<file path="src/hdl/ced_pkg.sv">
// shared types and constants for the cascaded echo delay
package ced_pkg;

  localparam int SAMPLE_W  = 24;
  localparam int CFG_STG_W = 4;
  localparam int CFG_LEN_W = 19;
  localparam int APB_DW    = 32;
  localparam int APB_AW    = 3;

  typedef logic signed [SAMPLE_W-1:0] sample_t;

  localparam sample_t SAMPLE_MAX = 24'sh7FFFFF;
  localparam sample_t SAMPLE_MIN = 24'sh800000;

  // register indexes, taken from paddr[2]
  localparam logic REG_ACTIVE_STAGES = 1'b0;
  localparam logic REG_DELAY_LENGTH  = 1'b1;

  localparam logic [CFG_STG_W-1:0] ACTIVE_STAGES_RST = 4'd8;
  localparam logic [CFG_LEN_W-1:0] DELAY_LENGTH_RST  = 19'd262144;

  typedef enum logic [2:0] {
    ST_CLEAR,
    ST_IDLE,
    ST_LEAD,
    ST_STEP,
    ST_FINISH
  } ced_state_t;

endpackage

</file>
<file path="src/hdl/ced_sat_add.sv">
// shared saturating adder for the running echo sum
module ced_sat_add (
  input  ced_pkg::sample_t a,
  input  ced_pkg::sample_t b,
  output ced_pkg::sample_t y
);
  import ced_pkg::*;

  logic signed [SAMPLE_W:0] sum;

  assign sum = {a[SAMPLE_W-1], a} + {b[SAMPLE_W-1], b};

  // overflow when the two top bits disagree
  always_comb begin
    if (sum[SAMPLE_W] != sum[SAMPLE_W-1]) begin
      y = sum[SAMPLE_W] ? SAMPLE_MIN : SAMPLE_MAX;
    end else begin
      y = sum[SAMPLE_W-1:0];
    end
  end

endmodule

</file>
<file path="config.mk">
export PLATFORM = sky130hd
export DESIGN_NAME = ced_sat_add
export DESIGN_NICKNAME = d
export VERILOG_FILES = /design/src/hdl/ced_pkg.sv /design/src/hdl/ced_sat_add.sv
export SDC_FILE = /design/constraint.sdc
export NUM_CORES = 1
export LEC_CHECK = 0
export ABC_CLOCK_PERIOD_IN_PS = 7000
export BUFFER_PORTS_ARGS = -buffer_cell sky130_fd_sc_hd__buf_2
export CAP_MARGIN = 0
export CORE_MARGIN = 2
export CORE_UTILIZATION = 28
export DETAILED_ROUTE_END_ITERATION = 8
export PLACE_DENSITY = 0.5
export SYNTH_ARGS = -nofsm -noshare
export SYNTH_HDL_FRONTEND = slang
export SYNTH_SLANG_ARGS = --single-unit
export TNS_END_PERCENT = 5
</file>
<file path="constraint.sdc">
create_clock -name vclk -period 7
set_input_delay 0.7 -clock vclk [all_inputs]
set_output_delay 0.7 -clock vclk [all_outputs]
set_load 0.02 [all_outputs]
</file>
* After elaboration in Yosys (flattened, before gate mapping)
Cells that the tools add are included.
Operators by class: add/sub/neg operators 1, equal/unequal tests 1, mux-type cells 2
Operators by type and width (count):
- 24-bit 2-to-1 mux | 2
- 24-bit by 24-bit adder with 25-bit output | 1
- 1-bit inequality test | 1
Word-level totals: bits in registers 0, input port bits 48, output and inout bits 24, logic and storage cells 4

* Longest topological paths before layout
depth in word-level cells 3, gate-level depth with buffers 12, gate-level depth less buffers 11

* Worst setup path before layout
OpenSTA, ideal clock, no wires.
path kind in2out, start point input a[0], end point output y[12], arrival 3.105 ns, data required time 6.300 ns, slack 3.195 ns, stages on the path 11, path buffers 0, cells stage by stage ha_1 inv_1 fa_1 nor2b_4 o31a_4 o31a_1 a31oi_1 a21oi_1 xor2_1 a21oi_1 o32ai_1
On the way: longest elaborated chain between the ends 3, elaborated cells on any way between the ends 4, classes of those cells add/sub: 1; eq/ne: 1; mux: 2
RTL lines:
- start, declared | RTL line ced_sat_add.sv:3 | input ced_pkg::sample_t a,
- 24-bit by 24-bit adder with 25-bit output (*) | RTL line ced_sat_add.sv:11 | assign sum = {a[SAMPLE_W-1], a} + {b[SAMPLE_W-1], b};
- 24-bit 2-to-1 mux or 1-bit inequality test (tied branches) | RTL line ced_sat_add.sv:16, ced_sat_add.sv:15
- 24-bit 2-to-1 mux (*) | RTL line ced_sat_add.sv:15 | if (sum[SAMPLE_W] != sum[SAMPLE_W-1]) begin
- end, declared | RTL line ced_sat_add.sv:5 | output ced_pkg::sample_t y
Every way passes the cells marked *; elsewhere a longest branch is shown, timed or not.

* Final worst setup path
start point input a[11], end point output y[20]
Same word-level chain as after synthesis.

==> run metrics <==
status=finished clean; DP HPWL=5400 um; Period minus WS final=4.51 ns; endpoint of the worst hold path=y[0]; Worst EP required=6.30 ns; Max Fclk=222 MHz; post-route ant nets=0; global-route wire length before repair=10,900 um; total routed wirelength=6620 um; CP Data Arrival Time=3.81 ns; Max Cap Viol=0; IO Port Bufs=72; Die Wd=92.1 um; initial antenna violation count=0; Layout Cells excl Fill=459; post-route cell area=0.00258 mm2; die area=0.00847 mm2; Starting Density=0.285; crit path capture type=primary output; PD cells=141 mW/mm2; storage element area=0 um2; Highest Signal Layer=met4; metal2 WL=3110 um; post-CTS setup buffers=0; largest net degree at the start of global routing=44; die height=92.1 um; # IOs=72; top post-synthesis cells by area=ha_1, a21oi_1, nand2_1, nor2_1, o21ai_0; metal3 WL=233 um; total track usage=0.151; synth cell count leaders=a21oi_1, nand2_1, nor2_1; Worst setup SP type=input port; Rel. slew slack=0.503; DR pass1 iterations=4; sequential share of the synthesized area=0; drt drc=0; gpl congestion=0.825; WL/cell=14.4 um; Critical Setup Path Class=in -> out; Mapped Nets=374; Synth Area per Inst=7.21 um2; cts hold-fix bufs=0; grt total ovfl=0; Leakage=0.00112 uW; vias in the first global route=2,271; max-slew violations=0; layout clock buffer count=0; core area=0.00761 mm2; Vias=2,443; share of cells above drive strength 1=0.291; Worst Max-Slew Pin Slew=0.745 ns; Peak supply drop=0.0000601 V; top-area cell type share of the netlist area=0.138; RSZ-0062 raised after global routing=no; Final nets=432; leading area contributor after synthesis=ha_1; Gate Count Post-Synth=301; final setup violation count=0; Area after DPL=0.00258 mm2; area of the multi-input gates=0.00205 mm2; Vias/cell=5.32; flip-flop and latch count=0; mapped cell area=0.00217 mm2; Worst Hold Class=in -> out; post_cts resized=0; ant diodes=0; most frequent cell after synthesis=a21oi_1; Ys Warns=0; pre-CTS setup slack=2.53 ns; area growth from synthesis to layout=18.8%; DRT met1 WL=3250 um; Iteration-0 DRC Markers=232; Tcrit/Tclk final=0.644; hold path startpoint=b[0]; Filler Cells Inserted=871; worst-path fanout max=20; Hold Path Depth=5; dpl cells=459; Fin Hold WS=1.98 ns; Final TNS setup=0 ns; final hold violations=0; synth unique cells=70; # rows=32; setup ws final=2.49 ns
==> kinds of logic (layout without fill, tap and decap cells) <==
family | after synthesis | after routing | share of synthesized area
AOI/OAI and AO/OA | 136 | 136 | 0.482
xor gates and xnor gates | 16 | 16 | 0.0646
adders and majority gates | 31 | 31 | 0.176
buffers and inverters | 26 | 82 | 0.0559
muxes | 5 | 5 | 0.0248
and+or+nand+nor | 87 | 87 | 0.196
==> worst max path at each step <==
stage,slack (ns),startpoint,cells after the start,endpoint
2_1_floorplan,3.19,a[0],11,y[12]
3_3_place_gp,2.61,a[11],11,y[20]
3_5_place_dp,2.53,a[11],11,y[20]
4_1_cts,2.51,a[11],11,y[20]
5_1_grt,2.26,a[11],10,y[2]
6_report,2.49,a[11],11,y[20]
==> metal layers <==
metal / vias up / GRT usage
li1: 1277 / -
met1: 1108 / 0.213
met2: 56 / 0.272
met3: 2 / 0.00164
met4: 0 / 0.00746
met5: - / 0
==> power by group <==
part           switching [uW]  internal [uW]
registers                   0              0
clock network               0              0
logic                     225            139
total                     225            139
==> placed cells by master, fill, tap and decap left out, drive strengths merged, types with 8 or more instances in the layout <==
master / instances
a21o: 8
o21ai: 25
nand2: 33
ha: 24
buf: 73
xnor2: 8
a21oi: 41
inv: 9
nor2: 27
xor2: 8
nand3: 9
==> metrics by stage <==
stage / total power, uW / utilization
global placement: 362 / 0.339
detailed placement: 364 / 0.339
finish: 364 / 0.339
CTS: 365 / 0.339
floorplan: 271 / -
global route: 400 / 0.339
==> layout make-up <==
type	instances	area share
Multi-Input combinational cell	275	0.795
Timing Repair Buffer	73	0.143
Tap cell	102	0.0495
Inverter	9	0.0131
==> worst max-delay path, stage by stage <==
cell and delay, ns:
buf_2 0.10, ha_1 0.40, nand4_2 0.26, nor4_1 0.30, o21ai_1 0.13, o211ai_2 0.13, a31o_1 0.68, nand3_2 0.38
mux2_2 0.37, o32a_1 0.17, buf_2 0.16
Power figures use the tool's default switching activity.
